**src/sv/abrb_pkg.sv**
```systemverilog
// Shared types and constants for the audio block ring buffer.
// Used by the channel interfaces and by every module of the block.
`default_nettype none

package abrb_pkg;

  localparam int RING_BYTES_DEF = 4096;

  localparam int BLK_W        = 13;
  localparam int RB_W         = 7;
  localparam int DLY_W        = 7;
  localparam int PROD_W       = BLK_W + RB_W;
  localparam int TH_W         = DLY_W + BLK_W;
  localparam int DATA_W       = 8;
  localparam int STATUS_W     = 2;
  localparam int FILL_LEVEL_W = 13;
  localparam int APB_DW       = 32;
  localparam int APB_AW       = 4;
  localparam int QUEUE_DEPTH  = 4;

  localparam logic [BLK_W-1:0] RST_BLOCK_BYTES  = 13'd512;
  localparam logic [RB_W-1:0]  RST_RING_BLOCKS  = 7'd8;
  localparam logic [DLY_W-1:0] RST_DELAY_BLOCKS = 7'd2;

  // register indexes (byte address / 4)
  localparam logic [1:0] REG_BLOCK_BYTES  = 2'd0;
  localparam logic [1:0] REG_RING_BLOCKS  = 2'd1;
  localparam logic [1:0] REG_DELAY_BLOCKS = 2'd2;

  localparam logic OP_FEED = 1'b0;
  localparam logic OP_READ = 1'b1;

  localparam logic [STATUS_W-1:0] ST_NONE   = 2'd0;
  localparam logic [STATUS_W-1:0] ST_COMMIT = 2'd1;
  localparam logic [STATUS_W-1:0] ST_DROP   = 2'd2;

  typedef enum logic [1:0] {
    KIND_FEED_START,
    KIND_FEED_BYTE,
    KIND_READ_START,
    KIND_READ_BYTE
  } kind_t;

  typedef struct packed {
    kind_t             kind;
    logic              last;
    logic [DATA_W-1:0] data;
  } item_t;

  // effective (non-zero) block size, need-more threshold and write strobe
  typedef struct packed {
    logic [BLK_W-1:0] blk;
    logic [TH_W-1:0]  thresh;
    logic             wr;
  } cfg_t;

  typedef enum logic [1:0] {
    BK_RUN,
    BK_LOAD,
    BK_DIV,
    BK_FIX
  } bk_state_t;

endpackage

`default_nettype wire

```
**src/sv/abrb_cfg.sv**
```systemverilog
// APB register file: block_bytes, ring_blocks, delay_blocks, plus the
// registered ring size and need-more threshold. Depends on abrb_pkg.
`default_nettype none

module abrb_cfg #(
  parameter int RING_BYTES = abrb_pkg::RING_BYTES_DEF,
  localparam int RW = $clog2(RING_BYTES + 1)
) (
  input  wire logic                          clk,
  input  wire logic                          rst_n,
  input  wire logic                          psel,
  input  wire logic                          penable,
  input  wire logic                          pwrite,
  input  wire logic [abrb_pkg::APB_AW-1:0]   paddr,
  input  wire logic [abrb_pkg::APB_DW-1:0]   pwdata,
  output logic      [abrb_pkg::APB_DW-1:0]   prdata,
  output logic                               pready,
  output abrb_pkg::cfg_t                     cfg,
  output logic      [RW-1:0]                 ring
);

  localparam int PROD_W = abrb_pkg::PROD_W;
  localparam int TH_W   = abrb_pkg::TH_W;
  localparam int BLK_W  = abrb_pkg::BLK_W;
  localparam int RST_PROD = int'(abrb_pkg::RST_BLOCK_BYTES) * int'(abrb_pkg::RST_RING_BLOCKS);
  localparam int RST_RING = (RST_PROD > RING_BYTES) ? RING_BYTES : RST_PROD;
  localparam int RST_TH   = int'(abrb_pkg::RST_BLOCK_BYTES) * int'(abrb_pkg::RST_DELAY_BLOCKS);

  logic [BLK_W-1:0]           blk_r;
  logic [abrb_pkg::RB_W-1:0]  rb_r;
  logic [abrb_pkg::DLY_W-1:0] dly_r;
  logic [BLK_W-1:0]           blk_eff_r;
  logic [RW-1:0]              ring_r;
  logic [TH_W-1:0]            thresh_r;

  logic                       wr;
  logic [1:0]                 idx;
  logic [BLK_W-1:0]           blk_eff;
  logic [abrb_pkg::RB_W-1:0]  rb_eff;
  logic [PROD_W-1:0]          prod;
  logic [RW-1:0]              ring_nxt;
  logic [TH_W-1:0]            thresh_nxt;

  assign pready = 1'b1;
  assign wr     = psel & penable & pwrite;
  assign idx    = paddr[3:2];

  always_ff @(posedge clk) begin
    if (!rst_n) begin
      blk_r <= abrb_pkg::RST_BLOCK_BYTES;
      rb_r  <= abrb_pkg::RST_RING_BLOCKS;
      dly_r <= abrb_pkg::RST_DELAY_BLOCKS;
    end else if (wr) begin
      unique case (idx)
        abrb_pkg::REG_BLOCK_BYTES:  blk_r <= pwdata[BLK_W-1:0];
        abrb_pkg::REG_RING_BLOCKS:  rb_r  <= pwdata[abrb_pkg::RB_W-1:0];
        abrb_pkg::REG_DELAY_BLOCKS: dly_r <= pwdata[abrb_pkg::DLY_W-1:0];
        default: ;
      endcase
    end
  end

  always_comb begin
    unique case (idx)
      abrb_pkg::REG_BLOCK_BYTES:  prdata = abrb_pkg::APB_DW'(blk_r);
      abrb_pkg::REG_RING_BLOCKS:  prdata = abrb_pkg::APB_DW'(rb_r);
      abrb_pkg::REG_DELAY_BLOCKS: prdata = abrb_pkg::APB_DW'(dly_r);
      default:                    prdata = '0;
    endcase
  end

  // zero counts as one block / one byte
  assign blk_eff    = (blk_r == '0) ? BLK_W'(1) : blk_r;
  assign rb_eff     = (rb_r == '0) ? abrb_pkg::RB_W'(1) : rb_r;
  assign prod       = PROD_W'(blk_eff) * PROD_W'(rb_eff);
  assign ring_nxt   = (prod > PROD_W'(RING_BYTES)) ? RW'(RING_BYTES) : RW'(prod);
  assign thresh_nxt = TH_W'(dly_r) * TH_W'(blk_eff);

  always_ff @(posedge clk) begin
    if (!rst_n) begin
      blk_eff_r <= abrb_pkg::RST_BLOCK_BYTES;
      ring_r    <= RW'(RST_RING);
      thresh_r  <= TH_W'(RST_TH);
    end else begin
      blk_eff_r <= blk_eff;
      ring_r    <= ring_nxt;
      thresh_r  <= thresh_nxt;
    end
  end

  assign cfg.blk    = blk_eff_r;
  assign cfg.thresh = thresh_r;
  assign cfg.wr     = wr;
  assign ring       = ring_r;

endmodule

`default_nettype wire

```
**config.mk**
```make
export PLATFORM = sky130hd
export DESIGN_NAME = abrb_cfg
export DESIGN_NICKNAME = d
export VERILOG_FILES = /design/src/sv/abrb_pkg.sv /design/src/sv/abrb_cfg.sv
export SDC_FILE = /design/constraint.sdc
export NUM_CORES = 1
export LEC_CHECK = 0
export BUFFER_PORTS_ARGS = -buffer_cell sky130_fd_sc_hd__buf_2
export CAP_MARGIN = 20
export CORE_MARGIN = 2
export CORE_UTILIZATION = 35
export DETAILED_ROUTE_END_ITERATION = 12
export GPL_ROUTABILITY_DRIVEN = 0
export GPL_TIMING_DRIVEN = 0
export PLACE_DENSITY_LB_ADDON = 0.1
export SYNTH_ARGS = -nofsm -noshare
export SYNTH_HDL_FRONTEND = slang
export SYNTH_SLANG_ARGS = --single-unit
```
**constraint.sdc**
```tcl
create_clock -name clk -period 9.21 [get_ports clk]
set_input_delay 0.4605 -clock clk [delete_from_list [all_inputs] [get_ports clk]]
set_output_delay 0.4605 -clock clk [all_outputs]
set_load 0.05 [all_outputs]
```
==> impl_metrics.yaml <==
synth:
  yosysWarnings: 0
  synthArstFlopShare_pct: 0
  yosys.area_share.simple_pct: 23.02
  synth_seq_cells: 73
  synth.cell_area_mm2: 0.008404
  synth_area_leaders: "fa_1 26%, dfxtp_1 17%, ha_1 11%"
  syn_inst: 961
  synth_top_area_share_pct: 25.73
  yosysTopAreaCell: "fa_1"
  yosysMostFrequentCell: "nand2_1"
  yosysSeqAreaShare_pct: 17.39
  synth_edf_count: 0
  synth_top_family_by_area: "adder cells"
  syn_area_per_cell_um2: 8.745
  synthAdderAreaFrac_pct: 37.04
  synth_compound_area_share_pct: 8.203
  synth-xor-area-share_pct: 2.501
  synth_flop_cell: "dfxtp_1"
  synthTopCellsByCount: "147 x nand2_1, 125 x and2_1, 109 x inv_1, 108 x fa_1, 76 x ha_1"
  synth.mux.area_fraction_pct: 2.858
  synth.distinct_cells: 52
die:
  dieWidth_um: 159.0
  die-area_mm2: 0.02527
  ios: 121
  start_util_pct: 35.70
  die_y_um: 159.0
  core_mm2: 0.02354
  num_rows: 56
final_layout:
  area_growth_pct: 13.76
  nets: 1294
  seq_area_mm2: 0.001461
  layout-drive-gt1-share_pct: 12.01
  multi_input_area_mm2: 0.006262
  stdcell_area_mm2: 0.009560
  fillCellCount: 2506
power_and_ir_drop:
  switching_share_pct: 31.57
  share_comb_of_total_power_pct: 12.5
  p_sw_uw: 248.8
  ir_drop_mv: 0.06920
  p_seq_share_pct: 40.9
  p_int_uw: 539.2
  p_per_area_mw_per_mm2: 82.42
  pwr-share-clk_pct: 46.6
  p_leak_nw: 4.802
timing:
  max_freq_mhz: 158.9
  report.final.slew_viol_count: 0
  relSlewSlack_pct: 52.11
  worstMarginPinSlew_ns: 0.7150
  layout_min_cycle_time_ns: 6.295
  rsz0062_at_grt: "no"
  setup_ws_ns: 2.915
  hold_viol: 0
  final.period_utilization_pct: 68.35
  fin_skew_ns: 0.009606
  tns_ns: 0
  final-setup-viol-count: 0
worst_setup_path:
  cp-startpoint: "blk_r[6]"
  timing.rr.end: "ring[4]"
  start_kind: "flop"
  worstSetupPathType: "reg2reg"
  endpoint_kind: "flop"
  r2r_slack_ns: 2.91
  reg2regPathDepth: 19
  required_ns: 9.46
  critPathMaxFanout: 10
  arrival_ns: 6.54
  rr_startpoint: "blk_r[6]"
cts:
  cts_resized: 0
  cts_buffers: 9
  cts_max_level: 3
  postCtsSetupBuffers: 0
  clock-sinks: 73
  cts_tree: "done"
  clk_latency_ns: 0.36
  clockRootBuffer: "clkbuf_16"
  cts_buffer_depth: 2
  postCtsHoldBufs: 0
  path_clk_slew_ns: 0.08
routing:
  antenna_left: 0
  wl_per_cell_um: 15.72
  via_per_inst: 4.813
  drc: 0
  firstDrtPassIters: 5
  wl_mm: 21.91
  first_iter_violations: 311
  vias: 6709
hold_path:
  whs_endpoint: "blk_r[10]"
  min_from: "pwdata[10]"
  min_delay_path_depth: 3
  worstHoldPathType: "in2reg"
grt:
  grt-ovfl-total: 0
  antenna_found_initial: 1
  grt_pass1_vias: 6660
  grt.total_usage_pct: 17.95
  grt_pass1_wl_mm: 35.98
  grt_max_degree: 17
place:
  dpl_cell_area_mm2: 0.009266
  dp_slack_ns: 2.967
  io_buffer_count: 79
  hpwl_mm: 17.16
run:
  maxCapViolations: 0
run_status:
  status: "completed"
## kinds of logic (layout without fill, tap and decap cells)
group	Yosys count	count (layout)
XOR/XNOR	24	24
AO/OA/AOI/OAI	104	104
flip-flops	73	73
other	2	21
buffers and inverters	176	271
adder cells (fa/ha/maj)	184	184
multiplexers	24	24
AND/OR/NAND/NOR	374	374
## per-stage QoR
step           hold WS [ns]  cells  utilization [%]  power [mW]
2_1_floorplan        0.4555    979                -      0.4013
3_3_place_gp         0.4769   1377            39.36      0.4279
3_5_place_dp         0.4801   1377            39.36      0.4279
4_1_cts              0.3452   1393            40.60      0.7945
5_1_grt              0.3711   1393            40.60      0.8163
6_report             0.3473   1394            40.61      0.7880
## layer usage
layer	vias up	global-route usage [%]	wire, um	part of all wire (%)
met2	131	27.75	9637	44
li1	3243	-	-	-
met1	3320	26.76	11220	51
met5	-	0	0	0
met3	15	2.501	801	3.7
met4	0	3.802	255	1.2
## worst max path at each step
stage,to,slack [ns]
4_1_cts,ring[5],2.95
3_5_place_dp,ring[5],2.97
5_1_grt,ring[5],2.62
3_3_place_gp,ring[5],2.96
6_report,ring[4],2.91
2_1_floorplan,ring[8],3.80
## power groups by stage
stage	Combinational, mW	Clock, mW	Sequential [mW]
5_1_grt	0.107	0.387	0.322
6_report	0.0987	0.367	0.322
4_1_cts	0.0989	0.374	0.322
3_3_place_gp	0.0985	0	0.329
3_5_place_dp	0.0986	0	0.329
2_1_floorplan	0.0680	0	0.333
## worst max-delay path, cell delays in order, from the launching register on
cell and delay (ns):
dfxtp_1 0.30, clkbuf_1 0.27, nor4_1 0.36, a31o_2 0.33
clkbuf_1 0.39, nand2_1 0.13, fa_1 0.47, fa_1 0.49
inv_1 0.05, fa_1 0.49, fa_1 0.43, ha_1 0.34
o21ai_0 0.17, nor4_2 0.36, a211oi_4 0.10, o31a_2 0.35
xnor2_1 0.12, or4_4 0.56, buf_6 0.17, nor4b_1 0.31
## state kept, by name, summed over array words and instances, names as in the netlist
register   count
blk_r         13
dly_r          7
thresh_r      20
blk_eff_r     13
ring          13
rb_r           7
## layout by cell type (no fill, tap or decap), drive strengths merged, types with 10 or more instances in the layout
cell    count
ha         76
clkbuf     49
buf       106
xnor2      14
nor3       11
dfxtp      73
and2      125
xor2       10
nor2b      16
conb       20
nor2       21
nand2     147
a21boi     14
inv       115
o21ai      31
fa        108
mux2i      24
nor4       12
a21oi      19
## cell type report
class                           instances  share of cell area, %
Antenna cell                            1                0.02617
Buffer                                 67                  3.547
Clock buffer                            9                  2.356
Clock inverter                          7                 0.6936
Inverter                              109                  4.280
Multi-Input combinational cell        730                  65.50
Sequential cell                        73                  15.29
Tap cell                              319                  4.175
Timing Repair Buffer                   79                  4.136
No activity file was read; power rests on OpenSTA's default activity.
