<file path="config.mk">
export PLATFORM = sky130hd
export DESIGN_NAME = abrb_front_flat
export DESIGN_NICKNAME = d
export VERILOG_FILES = /design/src/sv/abrb_pkg.sv /design/src/sv/abrb_if.sv /design/src/sv/abrb_front.sv /design/src/flat_wrapper.sv
export SDC_FILE = /design/constraint.sdc
export NUM_CORES = 1
export LEC_CHECK = 0
export ABC_AREA = 1
export BUFFER_PORTS_ARGS = -buffer_cell sky130_fd_sc_hd__buf_4
export CAP_MARGIN = 0
export CORE_AREA = 2 2 39 41
export DETAILED_ROUTE_END_ITERATION = 8
export DIE_AREA = 0 0 41 43
export GPL_TIMING_DRIVEN = 0
export PLACE_DENSITY = 0.35
export SYNTH_ARGS = -nofsm -noshare
export SYNTH_HDL_FRONTEND = slang
export SYNTH_SLANG_ARGS = --single-unit
</file>
<file path="constraint.sdc">
create_clock -name vclk -period 0.9
set_input_delay 0.18 -clock vclk [all_inputs]
set_output_delay 0.18 -clock vclk [all_outputs]
set_load 0.005 [all_outputs]
</file>
<file path="src/sv/abrb_pkg.sv">
// Shared types and constants for the audio block ring buffer.
// Used by the channel interfaces and by every module of the block.
`default_nettype none

package abrb_pkg;

  localparam int RING_BYTES_DEF = 4096;

  localparam int BLK_W        = 13;
  localparam int RB_W         = 7;
  localparam int DLY_W        = 7;
  localparam int PROD_W       = BLK_W + RB_W;
  localparam int TH_W         = DLY_W + BLK_W;
  localparam int DATA_W       = 8;
  localparam int STATUS_W     = 2;
  localparam int FILL_LEVEL_W = 13;
  localparam int APB_DW       = 32;
  localparam int APB_AW       = 4;
  localparam int QUEUE_DEPTH  = 4;

  localparam logic [BLK_W-1:0] RST_BLOCK_BYTES  = 13'd512;
  localparam logic [RB_W-1:0]  RST_RING_BLOCKS  = 7'd8;
  localparam logic [DLY_W-1:0] RST_DELAY_BLOCKS = 7'd2;

  // register indexes (byte address / 4)
  localparam logic [1:0] REG_BLOCK_BYTES  = 2'd0;
  localparam logic [1:0] REG_RING_BLOCKS  = 2'd1;
  localparam logic [1:0] REG_DELAY_BLOCKS = 2'd2;

  localparam logic OP_FEED = 1'b0;
  localparam logic OP_READ = 1'b1;

  localparam logic [STATUS_W-1:0] ST_NONE   = 2'd0;
  localparam logic [STATUS_W-1:0] ST_COMMIT = 2'd1;
  localparam logic [STATUS_W-1:0] ST_DROP   = 2'd2;

  typedef enum logic [1:0] {
    KIND_FEED_START,
    KIND_FEED_BYTE,
    KIND_READ_START,
    KIND_READ_BYTE
  } kind_t;

  typedef struct packed {
    kind_t             kind;
    logic              last;
    logic [DATA_W-1:0] data;
  } item_t;

  // effective (non-zero) block size, need-more threshold and write strobe
  typedef struct packed {
    logic [BLK_W-1:0] blk;
    logic [TH_W-1:0]  thresh;
    logic             wr;
  } cfg_t;

  typedef enum logic [1:0] {
    BK_RUN,
    BK_LOAD,
    BK_DIV,
    BK_FIX
  } bk_state_t;

endpackage

`default_nettype wire

</file>
<file path="src/sv/abrb_if.sv">
// Valid/ready channel interfaces for items in and results out.
// Depends on abrb_pkg for field widths.
`default_nettype none

interface abrb_in_if;
  logic                       valid;
  logic                       ready;
  logic                       opcode;
  logic [abrb_pkg::DATA_W-1:0] data_byte;
  logic                       first_flag;
  logic                       last_of_request;

  modport source (output valid, opcode, data_byte, first_flag, last_of_request,
                  input ready);
  modport sink (input valid, opcode, data_byte, first_flag, last_of_request,
                output ready);
endinterface


`default_nettype wire

</file>
<file path="src/sv/abrb_front.sv">
// Front end: takes input transactions and classifies them into item kinds.
// Depends on abrb_pkg and abrb_in_if.
`default_nettype none

module abrb_front (
  abrb_in_if.sink              in_ch,
  output logic                 push_valid,
  input  wire logic            push_ready,
  output abrb_pkg::item_t      push_item
);

  assign in_ch.ready = push_ready;
  assign push_valid  = in_ch.valid;

  always_comb begin
    push_item.last = 1'b0;
    push_item.data = '0;
    if (in_ch.opcode == abrb_pkg::OP_FEED) begin
      // drop last flag on feeds
      push_item.kind = in_ch.first_flag ? abrb_pkg::KIND_FEED_START
                                        : abrb_pkg::KIND_FEED_BYTE;
      push_item.data = in_ch.data_byte;
    end else begin
      push_item.kind = in_ch.first_flag ? abrb_pkg::KIND_READ_START
                                        : abrb_pkg::KIND_READ_BYTE;
      push_item.last = in_ch.last_of_request;
    end
  end

endmodule

`default_nettype wire

</file>
<file path="src/flat_wrapper.sv">
// flat-port wrapper written by rule: the top's interface ports become plain ports
module abrb_front_flat 
  (push_valid, push_ready, push_item, in_ch_valid, in_ch_opcode, in_ch_data_byte, in_ch_first_flag, in_ch_last_of_request, in_ch_ready);
  abrb_in_if in_ch_i ();
  output logic push_valid;
  input  wire logic push_ready;
  output abrb_pkg::item_t push_item;
  input wire logic [$bits(in_ch_i.valid)-1:0] in_ch_valid;
  input wire logic [$bits(in_ch_i.opcode)-1:0] in_ch_opcode;
  input wire logic [$bits(in_ch_i.data_byte)-1:0] in_ch_data_byte;
  input wire logic [$bits(in_ch_i.first_flag)-1:0] in_ch_first_flag;
  input wire logic [$bits(in_ch_i.last_of_request)-1:0] in_ch_last_of_request;
  output wire logic [$bits(in_ch_i.ready)-1:0] in_ch_ready;
  assign in_ch_i.valid = in_ch_valid;
  assign in_ch_i.opcode = in_ch_opcode;
  assign in_ch_i.data_byte = in_ch_data_byte;
  assign in_ch_i.first_flag = in_ch_first_flag;
  assign in_ch_i.last_of_request = in_ch_last_of_request;
  assign in_ch_ready = in_ch_i.ready;
  abrb_front u_core (.in_ch(in_ch_i), .push_valid(push_valid), .push_ready(push_ready), .push_item(push_item));
endmodule
</file>
==> results of run 1 <==
layout make-up:
| class | count | area share (%) |
|---|---|---|
| buffer | 4 | 11.3 |
| multi-input combinational | 9 | 11.3 |
| inverter | 10 | 12.6 |
| tap | 16 | 6.72 |
| timing repair buffer | 23 | 58.0 |
critical path, delay by kind of cell:
family                 cells  cell delay, ns
AND/OR/NAND/NOR            1            0.10
buffers and inverters      2            0.22
placed cells by master (no fill, tap or decap):
cell type   n
buf_4      26
buf_6       1
inv_1      10
nand2_1     1
nor2_1      8
how the worst max path moves through the flow:
stage / startpoint / endpoint / slack, ns
after floorplan: in_ch_opcode / push_item[0] / 0.31
after global placement: in_ch_opcode / push_item[1] / 0.21
after detailed placement: in_ch_opcode / push_item[7] / 0.21
after CTS: in_ch_opcode / push_item[7] / 0.21
after global routing: in_ch_opcode / push_item[6] / 0.16
final: in_ch_opcode / push_item[6] / 0.21
cell usage after synthesis, drive strengths merged:
cell and number:
inv 10, nor2 8, buf 4, nand2 1
stage by stage:
step	setup slack (ns)	instance area (um2)	util (%)
finish	0.211	298	21.5
global route	0.163	298	21.5
CTS	0.207	298	21.5
detailed placement	0.208	298	21.5
global placement	0.209	298	21.5
floorplan	0.313	105	-
power by group through the flow:
stage	clock network (uW)	registers [uW]	logic [uW]
final	0	0	118
after global routing	0	0	131
after CTS	0	0	120
after detailed placement	0	0	120
after global placement	0	0	119
after floorplan	0	0	40.5
metal layers:
layer	vias to the layer above	routed length [um]	GRT usage, %
met1	69	134	2.53
met5	-	0	0
met4	0	0	0
li1	101	-	-
met3	0	75	0
met2	13	176	7.81
kinds of logic (layout without fill, tap and decap cells):
logic type,after synthesis,count (layout),synth area share [%]
buffers and inverters,14,37,67.9
AND/OR/NAND/NOR,9,9,32.1
==> flow_summary.json, run 1 <==
{
  "slowest_stage": "buf_6",
  "cts_resized": 0,
  "worstPathRequired_ns": 0.72,
  "stdcell_count": 62,
  "area_growth_pct": 183,
  "critical_path_arrival_ns": 0.51,
  "timing.hold.ws_ns": 0.525,
  "drive_above_1_share_pct": 58.7,
  "n_antenna_cell": 0,
  "finalHoldViolations": 0,
  "p_leak_uw": 0.000208,
  "switching_power_uw": 36.4,
  "pwr-share-clk_pct": 0,
  "synthTopCellsByArea": "inv_1 (36%), nor2_1 (29%), buf_4 (21%)",
  "peakVddDrop_mv": 0.0562,
  "drt-initial-drc-count": 3,
  "crit_chain": "buf_6, nor2_1, buf_4",
  "rows": 14,
  "boundaryPins": 26,
  "drc_errors": 0,
  "max_stage_delay_ns": 0.11,
  "multi_input_area_um2": 33.8,
  "synth_top_cell_by_area": "inv_1",
  "end_kind": "output port",
  "worstHoldPathType": "in -> out",
  "viasPerCell": 2.95,
  "core_area_um2": 1380,
  "period_needed_ns": 0.689,
  "routabilityCongestion": 0.545,
  "vias": 183,
  "ys_types": 5,
  "pwr-share-seq_pct": 0,
  "wl_per_cell_um": 6.21,
  "hold_buffers": 0,
  "grt_pass1_wl_um": 448,
  "cts_setup_buffers": 0,
  "slew_headroom_pct": 94.5,
  "hold_path_depth": 2,
  "routed_wl_um": 385,
  "die_area_um2": 1760,
  "dp.cells": 62,
  "ys.warnings.count": 0,
  "first_pass_iters": 4,
  "hold_end": "push_item[10]",
  "nets": 61,
  "status": "finished clean",
  "finalCritPeriodShare_pct": 76.6,
  "finalSetupViolations": 0,
  "powerDensity_nw_per_um2": 397,
  "fp.dieW_um": 41,
  "grt_start_max_net_pins": 10,
  "grt_pass1_vias": 131,
  "min_from": "in_ch_opcode",
  "combinationalPowerShare_pct": 100.0,
  "die_y_um": 43,
  "synthesis.area_um2": 105,
  "grtUsageTotal_pct": 3.30,
  "avgSynthCellArea_um2": 4.57,
  "final.setup.tns_ns": 0,
  "fillCellCount": 155,
  "crit_fanout": 9,
  "cp-start-kind": "input port",
  "synth_top_cell_area_share_pct": 35.7,
  "n_clock_buffer": 0,
  "synthCells": 23,
  "globalRoute.totalOverflow": 0,
  "tightestPinTransition_ns": 0.0820,
  "power_uw": 118,
  "cap_violations": 0,
  "postRouteAntennaNets": 0,
  "dp_hpwl_um": 334,
  "syn-num-nets": 36,
  "sw_frac_of_total_pct": 30.8,
  "path_class": "in -> out",
  "port_buffers": 23,
  "seq_cell_count": 0,
  "maxSlewViolCount": 0,
  "antenna_found_initial": 0,
  "ys_seq_area_share_pct": 0,
  "p_int_uw": 81.8,
  "grt_setup_unrepaired": "false",
  "fmax_mhz": 1450,
  "ff_latch_area_um2": 0,
  "start_util_pct": 7.59
}
(Power assumes the default switching activity.)
==> inputs of run 2 (changes only) <==
- ABC_AREA: 1 -> 0
- clock period: 0.9 -> 0.8 ns (I/O delays scaled with it)
==> run 2 against run 1 <==
  * Synthesized area fell by 1.2%
  * Final area rose by 3.4%
  * Sequential cell count did not move
  * Power rose by 22%
  * Via count fell by 6.0%
  * Clock-buffer cell count did not move
  * First-iteration DRC count fell by 100%
  * Synthesized cell count fell by 43%
  * Cell count fell by 15%
  * Worst setup slack got worse by 0.18 ns
  * Combinational power rose by 22%
  * Largest cell class unchanged
  * Largest power group unchanged
==> flow_summary.json, run 2 <==
{
  "status": "finished clean",
  "n_antenna_cell": 0,
  "synthTopCellsByArea": "and2b_2 (67%), buf_4 (22%), and2_2 (7.2%)",
  "fin_util_pct": 22.2,
  "die_area_um2": 1760,
  "tightestPinTransition_ns": 0.0552,
  "final_cell_mix": "buf_4 (26), and2b_2 (8), inv_1 (1), and2_2 (1), buf_6 (1)",
  "stdcell_count": 53,
  "hold_buffers": 0,
  "fp.dieW_um": 41,
  "antenna_found_initial": 0,
  "period_needed_ns": 0.766,
  "yosysMostFrequentCell": "and2b_2",
  "synth_mux_area_share_pct": 0,
  "grt_start_max_net_pins": 11,
  "ff_latch_area_um2": 0,
  "worstPathRequired_ns": 0.64,
  "cts_setup_buffers": 0,
  "nets": 52,
  "grt_pass1_wl_um": 828,
  "worstHoldPathType": "in -> out",
  "crit_fanout": 10,
  "grt_setup_unrepaired": "false",
  "critical_path_arrival_ns": 0.61,
  "dp.cells": 53,
  "peakVddDrop_mv": 0.135,
  "vias": 172,
  "first_pass_iters": 1,
  "drt-initial-drc-count": 0,
  "max_stage_delay_ns": 0.22,
  "ys.warnings.count": 0,
  "wl_per_cell_um": 11.2,
  "finalCritPeriodShare_pct": 95.7,
  "fmax_mhz": 1310,
  "crit_chain": "buf_6, and2b_2, buf_4",
  "grt_pass1_vias": 177,
  "synth_compound_area_share_pct": 0,
  "syn-num-nets": 26,
  "final_common_cell": "buf_4",
  "die_y_um": 43,
  "synth_top_family_by_area": "simple AND/OR/NAND/NOR gates",
  "maxSlewViolCount": 0,
  "power_uw": 144,
  "synth-simple-area-share_pct": 74.7,
  "area_growth_pct": 196,
  "rows": 14,
  "finalSetupViolations": 0,
  "n_clock_buffer": 0,
  "ys_types": 4,
  "powerDensity_nw_per_um2": 468,
  "cp_top_family": "buffers and inverters",
  "synthCells": 13,
  "routabilityCongestion": 0.617,
  "cp_num_buf_inv": 2,
  "synth_top_cell_area_share_pct": 67.5,
  "postRouteAntennaNets": 0,
  "routed_wl_um": 594,
  "viasPerCell": 3.25,
  "end_kind": "output port",
  "boundaryPins": 26,
  "cap_violations": 0,
  "p_leak_uw": 0.000183,
  "finalHoldViolations": 0,
  "synthXorXnorAreaFrac_pct": 0,
  "drive_above_1_share_pct": 97.3,
  "cp-start-kind": "input port",
  "synth_top_cell_by_area": "and2b_2",
  "synth-adder-area-share_pct": 0,
  "ys_top_cells_by_count": "and2b_2 (8), buf_4 (3), and2_2 (1), inv_1 (1)",
  "drc_errors": 0,
  "globalRoute.totalOverflow": 0,
  "avgSynthCellArea_um2": 7.99,
  "cts_resized": 1,
  "ys_seq_area_share_pct": 0,
  "seq_cell_count": 0,
  "fillCellCount": 162,
  "core_area_um2": 1380,
  "synthesis.area_um2": 104,
  "path_class": "in -> out",
  "port_buffers": 24,
  "final.setup.tns_ns": 0,
  "start_util_pct": 7.50,
  "slew_headroom_pct": 96.3,
  "slowest_stage": "and2b_2",
  "grtUsageTotal_pct": 6.39
}
## run 2: final cells by class
cell class / instances / area, um2 / area share [%]
inverter: 1 / 3.75 / 1.22
timing repair buffer: 24 / 184 / 59.8
multi-input combinational: 9 / 77.6 / 25.2
buffer: 3 / 22.5 / 7.32
tap: 16 / 20.0 / 6.50
## run 2: logic make-up (layout without fill, tap and decap cells)
group	count (synthesis)	count (layout)
AND/OR/NAND/NOR	9	9
buffers and inverters	4	28
## run 2: stage by stage
step	area [um2]	hold WS, ns	worst slack, ns
after floorplan	104	0.347	0.285
after global placement	304	0.488	0.0119
after detailed placement	304	0.490	-0.00209
after CTS	308	0.491	0.0281
after global routing	308	0.496	0.0188
final	308	0.490	0.0344
## run 2: final timing paths
path	to	from	slack, ns	cells after the start
max	push_item[2]	in_ch_opcode	0.03	3
min	push_valid	in_ch_valid	0.49	2
## run 2: power breakdown
part / leakage (uW) / internal [uW] / total (uW) / switching, uW
Clock: 0 / 0 / 0 / 0
Sequential: 0 / 0 / 0 / 0
Combinational: 0.000183 / 104 / 144 / 40.5
## run 2: routing by layer
layer	GRT usage, %	routed length, um	vias to the layer above
li1	-	-	83
met1	11.1	306	63
met2	8.13	169	26
met3	1.57	118	0
met4	0	0	0
met5	0	0	-
