--- src/sv/abrb_pkg.sv ---
// Shared types and constants for the audio block ring buffer.
// Used by the channel interfaces and by every module of the block.
`default_nettype none

package abrb_pkg;

  localparam int RING_BYTES_DEF = 4096;

  localparam int BLK_W        = 13;
  localparam int RB_W         = 7;
  localparam int DLY_W        = 7;
  localparam int PROD_W       = BLK_W + RB_W;
  localparam int TH_W         = DLY_W + BLK_W;
  localparam int DATA_W       = 8;
  localparam int STATUS_W     = 2;
  localparam int FILL_LEVEL_W = 13;
  localparam int APB_DW       = 32;
  localparam int APB_AW       = 4;
  localparam int QUEUE_DEPTH  = 4;

  localparam logic [BLK_W-1:0] RST_BLOCK_BYTES  = 13'd512;
  localparam logic [RB_W-1:0]  RST_RING_BLOCKS  = 7'd8;
  localparam logic [DLY_W-1:0] RST_DELAY_BLOCKS = 7'd2;

  // register indexes (byte address / 4)
  localparam logic [1:0] REG_BLOCK_BYTES  = 2'd0;
  localparam logic [1:0] REG_RING_BLOCKS  = 2'd1;
  localparam logic [1:0] REG_DELAY_BLOCKS = 2'd2;

  localparam logic OP_FEED = 1'b0;
  localparam logic OP_READ = 1'b1;

  localparam logic [STATUS_W-1:0] ST_NONE   = 2'd0;
  localparam logic [STATUS_W-1:0] ST_COMMIT = 2'd1;
  localparam logic [STATUS_W-1:0] ST_DROP   = 2'd2;

  typedef enum logic [1:0] {
    KIND_FEED_START,
    KIND_FEED_BYTE,
    KIND_READ_START,
    KIND_READ_BYTE
  } kind_t;

  typedef struct packed {
    kind_t             kind;
    logic              last;
    logic [DATA_W-1:0] data;
  } item_t;

  // effective (non-zero) block size, need-more threshold and write strobe
  typedef struct packed {
    logic [BLK_W-1:0] blk;
    logic [TH_W-1:0]  thresh;
    logic             wr;
  } cfg_t;

  typedef enum logic [1:0] {
    BK_RUN,
    BK_LOAD,
    BK_DIV,
    BK_FIX
  } bk_state_t;

endpackage

`default_nettype wire

--- src/sv/abrb_queue.sv ---
// Short item queue between the front and the back end.
// Depends on abrb_pkg.
`default_nettype none

module abrb_queue (
  input  wire logic             clk,
  input  wire logic             rst_n,
  input  wire logic             push_valid,
  output logic                  push_ready,
  input  wire abrb_pkg::item_t  push_item,
  output logic                  pop_valid,
  input  wire logic             pop_ready,
  output abrb_pkg::item_t       pop_item
);

  localparam int DEPTH = abrb_pkg::QUEUE_DEPTH;
  localparam int AW    = $clog2(DEPTH);

  abrb_pkg::item_t slot_r [DEPTH];
  logic [AW-1:0]   wp_r;
  logic [AW-1:0]   rp_r;
  logic [AW:0]     cnt_r;
  logic            push;
  logic            pop;

  assign push_ready = cnt_r != (AW + 1)'(DEPTH);
  assign pop_valid  = cnt_r != '0;
  assign push       = push_valid & push_ready;
  assign pop        = pop_valid & pop_ready;
  assign pop_item   = slot_r[rp_r];

  always_ff @(posedge clk) begin
    if (push) begin
      slot_r[wp_r] <= push_item;
    end
  end

  always_ff @(posedge clk) begin
    if (!rst_n) begin
      wp_r  <= '0;
      rp_r  <= '0;
      cnt_r <= '0;
    end else begin
      if (push) wp_r <= wp_r + AW'(1);
      if (pop)  rp_r <= rp_r + AW'(1);
      if (push && !pop) begin
        cnt_r <= cnt_r + (AW + 1)'(1);
      end else if (pop && !push) begin
        cnt_r <= cnt_r - (AW + 1)'(1);
      end
    end
  end

  a_cnt_bound: assert property (@(posedge clk) disable iff (!rst_n)
    cnt_r <= (AW + 1)'(DEPTH))
    else $error("queue count beyond depth");

  a_cnt_push: assert property (@(posedge clk) disable iff (!rst_n)
    (push && !pop) |=> cnt_r == $past(cnt_r) + (AW + 1)'(1))
    else $error("queue count missed a push");

endmodule

`default_nettype wire

--- config.mk ---
export PLATFORM = sky130hd
export DESIGN_NAME = abrb_queue
export DESIGN_NICKNAME = d
export VERILOG_FILES = /design/src/sv/abrb_pkg.sv /design/src/sv/abrb_queue.sv
export SDC_FILE = /design/constraint.sdc
export NUM_CORES = 1
export LEC_CHECK = 0
export BUFFER_PORTS_ARGS = -buffer_cell sky130_fd_sc_hd__buf_2
export CAP_MARGIN = 20
export CORE_AREA = 5 5 68 70
export CTS_BUF_LIST = sky130_fd_sc_hd__clkbuf_8 sky130_fd_sc_hd__clkbuf_16
export DETAILED_ROUTE_END_ITERATION = 16
export DIE_AREA = 0 0 73 75
export HOLD_SLACK_MARGIN = 0.02
export PLACE_DENSITY = 0.75
export SLEW_MARGIN = 40
export SYNTH_ARGS = -nofsm -noshare
export SYNTH_HDL_FRONTEND = slang
export SYNTH_SLANG_ARGS = --single-unit
--- constraint.sdc ---
create_clock -name clk -period 2.6 [get_ports clk]
set_clock_uncertainty 0.15 [all_clocks]
set_input_delay 0.26 -clock clk [delete_from_list [all_inputs] [get_ports clk]]
set_output_delay 0.26 -clock clk [all_outputs]
set_load 0.03 [all_outputs]
==> results by group, run 1 <==
STA
  • Fin crit period: 2.43 ns
  • Slew Limit Fails: 0
  • RSZ-0062 raised after global routing: false
  • Fmax: 412 MHz
  • Max-slew headroom at the worst pin: 59.3%
  • Setup-failing EPs final: 0
  • Tightest Pin Transition: 0.611 ns
  • Hold Violations, Final: 0
  • Final Cycle Share: 93.4%
  • Final TNS setup: 0 ns

Clocking
  • Clock Latency Late Sink: 0.31 ns
  • H-Tree Depth: 2
  • TritonCTS clock tree: yes
  • Num Clock Sinks: 53
  • Cts bufs inserted: 5
  • CTS Buffer Depth: 2
  • CTS root buf: clkbuf_8
  • Reg clk slew, reported paths: 0.10 ns
  • Resize count post-CTS: 0

Floorplanning
  • Boundary Pins: 28
  • Initial Utilization: 53.9%
  • Die height: 75 microns
  • Core outline area: 0.00391 sq mm
  • Die area: 0.00548 sq mm
  • Die width: 73 microns
  • Row Count: 23

Setup path
  • Reg-to-Reg End: cnt_r[2]$_SDFFE_PN0P_
  • Critical Path Fanout Max: 7
  • Setup crit end kind: flip-flop
  • CP required: 2.69 ns
  • Critical path class: reg -> reg
  • Crit path launch type: flip-flop
  • Critical-path top delay cell: dfxtp_1
  • Worst path max stage delay: 0.53 ns
  • CP Cell Sequence: nor2_2, a21boi_4, ha_1, inv_1, fa_1, xor2_1, or3_1, a21boi_0
  • Worst R2R Start: cnt_r[0]$_SDFFE_PN0P_
  • Worst reg2reg path depth: 8
  • R2r setup slk: 0.17 ns
  • Arr. time, crit path: 2.52 ns

Layout
  • Post-layout util: 63.9%
  • Area growth, synth to finish: 18.5%
  • Share of post-route cells with drive strength above 1: 31.5%
  • # nets final: 169
  • Most common cell after layout, fill and taps aside: edfxtp_1
  • Commonest cells after routing, fill and taps aside: 44 x edfxtp_1, 27 x buf_2, 11 x dlygate4sd3_1
  • Antenna cells: 0

Drt
  • Routed wire length: 3500 microns
  • TritonRoute pass-1 iters: 4
  • DR vias/cell: 5.29
  • Starting DRC count in detailed routing: 45
  • Vias: 1053
  • Wirelength per Cell: 17.6 microns
  • Post-route ant nets: 0
  • # DRC: 0

Placed design
  • Port bufs: 27
  • Hpwl dp: 2450 microns
  • Placer Congestion: 0.689

Logic synthesis
  • Compound-Gate Fraction of Synth Area: 3.26%
  • Area leader, netlist: edfxtp_1
  • Post-synthesis cell type count: 24
  • Most area-consuming cells after synthesis: edfxtp_1 63%, dfxtp_1 8.5%, mux4_2 6.4%
  • Synth Area in Adders: 3.91%
  • Yosys top cell area share: 62.6%
  • Syn. warnings: 0
  • Yosys reg bits: 53
  • Simple-Gate Fraction of Synth Area: 4.51%
  • Xor/xnor share of the synthesized area: 1.66%
  • Post-synth net total: 126
  • Main combinational cell family by area after synthesis: multiplexers
  • Gate Count Post-Synth: 105
  • Sequential-to-total area share from yosys stat: 71.1%
  • Post-synthesis mux area share: 14.0%
  • Syn avg cell area: 20.1 sq um
  • Mapped cell area: 0.00211 sq mm

GRT
  • Total gr overflow: 0
  • Largest net degree at the start of global routing: 19
  • Vias in the first global route: 1146
  • Initial antenna violation count: 0
  • Total GRT Usage: 14.7%
  • First-pass GRT wire length: 5540 microns

Power
  • PD cells: 945 mW/mm^2
  • Leakage: 0.896 nW
  • VDD IR max: 0.501 mV

Min path
  • WHS Path Cells: 3
  • Hold Crit Class: in -> reg
  • Hold path endpoint: wp_r[1]$_SDFFE_PN0P_
  • Hold Crit Start: rst_n

Job
  • MaxCap Viol Count: 0

Run status
  • Status: completed
power breakdown:
group / switching [W] / internal, W
Combinational: 0.000426 / 0.000321
Clock: 0.000279 / 0.000196
Sequential: 0.000101 / 0.00104
layer usage:
metal | track usage [%] | wire length (microns) | up-vias
li1 | - | - | 497
met1 | 14.3 | 1280 | 528
met2 | 27.5 | 2000 | 20
met3 | 4.54 | 155 | 8
met4 | 7.79 | 68 | 0
met5 | 0 | 0 | -
critical path, delay by kind of cell (launching register included):
family | cells | cell delay, ns
compound gates | 2 | 0.42
fa+ha+maj | 2 | 0.61
xor+xnor | 1 | 0.17
simple gates | 2 | 0.40
flops | 1 | 0.53
buf+inv | 1 | 0.07
state kept, by name (all words and copies together), names as in the netlist, named ones only:
signal,flops
cnt_r,3
rp_r,2
slot_r,44
wp_r,2
area by class of cell:
class / instances / area, sq um
clock inverter: 3 / 26.3
fill: 284 / 1410
inverter: 3 / 11.3
sequential: 53 / 1500
tap: 50 / 62.6
multi-input combinational: 46 / 578
clock buffer: 5 / 68.8
timing repair buffer: 39 / 253
Yosys cell counts:
library cell / number
a21boi_0: 1
mux4_2: 6
or3_2: 1
o21ai_0: 1
nand2_1: 5
buf_2: 1
clkbuf_1: 1
or3_1: 1
xnor2_1: 3
mux2i_1: 3
fa_1: 1
inv_1: 3
nor2b_1: 1
and2_1: 8
dfxtp_1: 9
a21boi_4: 1
o31ai_4: 1
mux4_1: 5
o311ai_2: 1
xor2_1: 1
ha_1: 5
edfxtp_1: 44
nor2_2: 1
buf_6: 1
through the flow:
stage	setup slack, ns	instance area [sq um]	instances	hold WS, ns	total power (W)
after floorplan	0.395	2110	105	0.209	0.00171
after global placement	0.349	2300	180	0.320	0.00187
after detailed placement	0.186	2300	180	0.326	0.00191
after CTS	0.179	2480	197	0.0221	0.00238
after global routing	0.00402	2500	199	0.130	0.00248
final	0.172	2500	199	0.132	0.00236
worst max path at each step:
stage	cells after the start	end	slack, ns	startpoint
final	8	cnt_r[2]$_SDFFE_PN0P_	0.17	cnt_r[0]$_SDFFE_PN0P_
after global routing	8	cnt_r[2]$_SDFFE_PN0P_	0.004	cnt_r[1]$_SDFFE_PN0P_
after CTS	8	cnt_r[2]$_SDFFE_PN0P_	0.18	cnt_r[0]$_SDFFE_PN0P_
after detailed placement	8	cnt_r[2]$_SDFFE_PN0P_	0.19	cnt_r[0]$_SDFFE_PN0P_
after global placement	8	cnt_r[2]$_SDFFE_PN0P_	0.35	cnt_r[0]$_SDFFE_PN0P_
after floorplan	8	cnt_r[2]$_SDFFE_PN0P_	0.39	cnt_r[0]$_SDFFE_PN0P_
what timing repair did:
action,4_1_cts,5_1_grt
buffers inserted,0,0
hold buffers,9,2
hold endpoints to repair,31,5
kinds of logic after synthesis:
group / Yosys count
xor+xnor: 4
buf+inv: 6
mux: 14
simple gates: 17
compound gates: 5
flops: 53
fa+ha+maj: 6
Note: power is estimated with default switching activity, not from simulation.
==> inputs of run 2 (changes only) <==
- SETUP_SLACK_MARGIN: unset -> 0.2
==> run 2 against run 1 <==
Critical path depth is 1 lower. Global-route usage hardly changed. Hold slack worse by 0.0060 ns. Design area is 0.40% higher. Highest routed layer unchanged. Clock power hardly changed. Power is 0.24% higher. Setup slack better by 0.19 ns. Cell count stayed put. Combinational power hardly changed.
==> results by group, run 2 (synthesized netlist as in run 1, its figures left out) <==
Clocking
  • Cts bufs inserted: 5 (unchanged)
  • Reg clk slew, reported paths: 0.10 ns (about the same)
  • Post-CTS Setup Bufs: 0 (unchanged)
  • H-Tree Depth: 2 (unchanged)
  • CTS Buffer Depth: 2 (unchanged)
  • TritonCTS clock tree: yes (unchanged)
  • CTS root buf: clkbuf_8 (unchanged)
  • Clock Latency Late Sink: 0.31 ns (about the same)
  • Num Clock Sinks: 53 (unchanged)

Power
  • VDD IR max: 0.485 mV (was 0.501 mV)
  • Leakage: 0.896 nW (about the same)
  • PD cells: 944 mW/mm^2 (was 945 mW/mm^2)

Floorplanning
  • Row Count: 23 (unchanged)
  • Die height: 75 microns (unchanged)
  • Die area: 0.00548 sq mm (unchanged)
  • Boundary Pins: 28 (unchanged)
  • Core outline area: 0.00391 sq mm (unchanged)
  • Die width: 73 microns (unchanged)
  • Initial Utilization: 53.9% (unchanged)

Drt
  • # DRC: 0 (unchanged)
  • TritonRoute pass-1 iters: 4 (unchanged)
  • Starting DRC count in detailed routing: 39 (was 45)
  • Routed wire length: 3490 microns (was 3500 microns)
  • Wirelength per Cell: 17.5 microns (was 17.6 microns)
  • Post-route ant nets: 0 (unchanged)
  • DR vias/cell: 5.34 (was 5.29)
  • Vias: 1063 (was 1053)

Setup path
  • Worst path max stage delay: 0.42 ns (was 0.53 ns)
  • Worst R2R Start: cnt_r[2]$_SDFFE_PN0P_ (was cnt_r[0]$_SDFFE_PN0P_)
  • Critical-path top delay cell: dfxtp_1 (unchanged)
  • Reg-to-Reg End: cnt_r[2]$_SDFFE_PN0P_ (unchanged)
  • Setup crit end kind: flip-flop (unchanged)
  • Critical path launch point: cnt_r[2]$_SDFFE_PN0P_ (was cnt_r[0]$_SDFFE_PN0P_)
  • Setup crit end: cnt_r[2]$_SDFFE_PN0P_ (unchanged)
  • R2r setup slk: 0.36 ns (was 0.17 ns)
  • Arr. time, crit path: 2.33 ns (was 2.52 ns)
  • Critical path class: reg -> reg (unchanged)
  • CP Cell Sequence: o31ai_4, ha_2, inv_1, fa_1, xor2_1, or3_1, a21boi_0 (was nor2_2, a21boi_4, ha_1, inv_1, fa_1, xor2_1, or3_1, a21boi_0)
  • Critical Path Fanout Max: 7 (unchanged)
  • CP required: 2.69 ns (about the same)
  • Worst reg2reg path depth: 7 (was 8)
  • Crit path launch type: flip-flop (unchanged)

Layout
  • Register area: 0.00151 sq mm (was 0.00150 sq mm)
  • Top reg by flops: slot_r (unchanged)
  • Commonest cells after routing, fill and taps aside: 44 x edfxtp_1, 27 x buf_2, 11 x dlygate4sd3_1 (unchanged)
  • # nets final: 169 (unchanged)
  • Max reg flops: 44 (unchanged)
  • Multi-input gate area: 581 sq um (was 578 sq um)
  • Antenna cells: 0 (unchanged)
  • Total of fill cells in the finished design: 283 (was 284)
  • Share of post-route cells with drive strength above 1: 33.6% (was 31.5%)
  • Most common cell after layout, fill and taps aside: edfxtp_1 (unchanged)
  • Finished Layout Cells: 199 (unchanged)
  • Largest regs: slot_r x44, cnt_r x3 (unchanged)
  • Cell area after layout: 0.00251 sq mm (was 0.00250 sq mm)
  • Area growth, synth to finish: 19.0% (was 18.5%)
  • Post-layout util: 64.2% (was 63.9%)

GRT
  • Largest net degree at the start of global routing: 19 (unchanged)
  • Grt met2 use: 27.5% (unchanged)
  • Vias in the first global route: 1146 (unchanged)
  • Met1 Track Usage GR: 14.3% (about the same)
  • Met3 usage in global routing: 4.54% (unchanged)
  • First-pass GRT wire length: 5540 microns (unchanged)
  • Total GRT Usage: 14.7% (about the same)
  • Initial antenna violation count: 0 (unchanged)
  • Total gr overflow: 0 (unchanged)
  • Most Crowded Layer GR: met2 (unchanged)

Run status
  • Status: completed (unchanged)

STA
  • Hold Violations, Final: 0 (unchanged)
  • Max-slew headroom at the worst pin: 60.3% (was 59.3%)
  • Slew Limit Fails: 0 (unchanged)
  • RSZ-0062 raised after global routing: false (unchanged)
  • Final Cycle Share: 86.2% (was 93.4%)
  • Fmax: 446 MHz (was 412 MHz)
  • Final TNS setup: 0 ns (unchanged)
  • Fin crit period: 2.24 ns (was 2.43 ns)
  • Tightest Pin Transition: 0.595 ns (was 0.611 ns)
  • Setup-failing EPs final: 0 (unchanged)

Placed design
  • Area post-placement: 0.00230 sq mm (unchanged)
  • Port bufs: 27 (unchanged)
  • Hpwl dp: 2450 microns (unchanged)
  • Placed cells: 180 (unchanged)
  • Placer Congestion: 0.689 (unchanged)

Min path
  • Hold Crit Class: in -> reg (unchanged)

Job
  • MaxCap Viol Count: 0 (unchanged)
==> run 2: cell counts in the layout (fill, tap and decap cells not counted) <==
Identical to the previous run, type by type.
==> run 2: timing repair <==
| action | 4_1_cts | 5_1_grt |
|---|---|---|
| endpoints found under the hold margin | 31 | 5 |
| gates resized for setup | 2 | 3 |
| setup endpoints to repair | 1 | 1 |
| gates cloned | 0 | 0 |
| hold buffers | 9 | 2 |
==> run 2: report_power, final <==
part,switching [W],internal [W],total [W]
logic,0.000424,0.000324,0.000748
clock network,0.000278,0.000196,0.000474
registers,0.000101,0.00105,0.00115
==> run 2: area by class of cell <==
cell class,count,share of cell area [%]
Clock inverter,3,1.05
Tap cell,50,2.49
Clock buffer,5,2.74
Multi-Input combinational cell,46,23.1
Inverter,3,0.448
Sequential cell,53,60.1
Timing Repair Buffer,39,10.1
==> run 2: worst min path at each step <==
| stage | endpoint | slack (ns) | from | depth (start not counted) |
|---|---|---|---|---|
| 5_1_grt | cnt_r[1]$_SDFFE_PN0P_ | 0.13 | rst_n | 2 |
| 3_5_place_dp | slot_r[0][6]$_DFFE_PP_ | 0.33 | push_item[6] | 1 |
| 6_report | cnt_r[1]$_SDFFE_PN0P_ | 0.13 | rst_n | 2 |
| 4_1_cts | slot_r[2][10]$_DFFE_PP_ | 0.02 | push_item[10] | 1 |
| 3_3_place_gp | slot_r[2][3]$_DFFE_PP_ | 0.32 | push_item[3] | 1 |
| 2_1_floorplan | slot_r[0][0]$_DFFE_PP_ | 0.21 | push_item[0] | 0 |
==> run 2: critical path, delay by kind of cell, from the launching register on <==
kind | cells | cell delay, ns
compound gates | 2 | 0.44
fa+ha+maj | 2 | 0.63
flops | 1 | 0.42
xor+xnor | 1 | 0.16
simple gates | 1 | 0.30
buf+inv | 1 | 0.06
==> run 2: per-layer routing <==
| layer | vias to the layer above | share of wire (%) |
|---|---|---|
| met5 | - | 0 |
| met4 | 0 | 1.9 |
| met3 | 8 | 4.9 |
| met2 | 24 | 57 |
| met1 | 536 | 36 |
| li1 | 495 | - |
==> run 2: metrics by stage <==
stage / setup WS, ns / power (W) / hold slack, ns
2_1_floorplan: 0.395 / 0.00171 / 0.209
3_3_place_gp: 0.349 / 0.00187 / 0.320
3_5_place_dp: 0.186 / 0.00191 / 0.326
4_1_cts: 0.300 / 0.00238 / 0.0221
5_1_grt: 0.216 / 0.00249 / 0.130
6_report: 0.360 / 0.00237 / 0.126
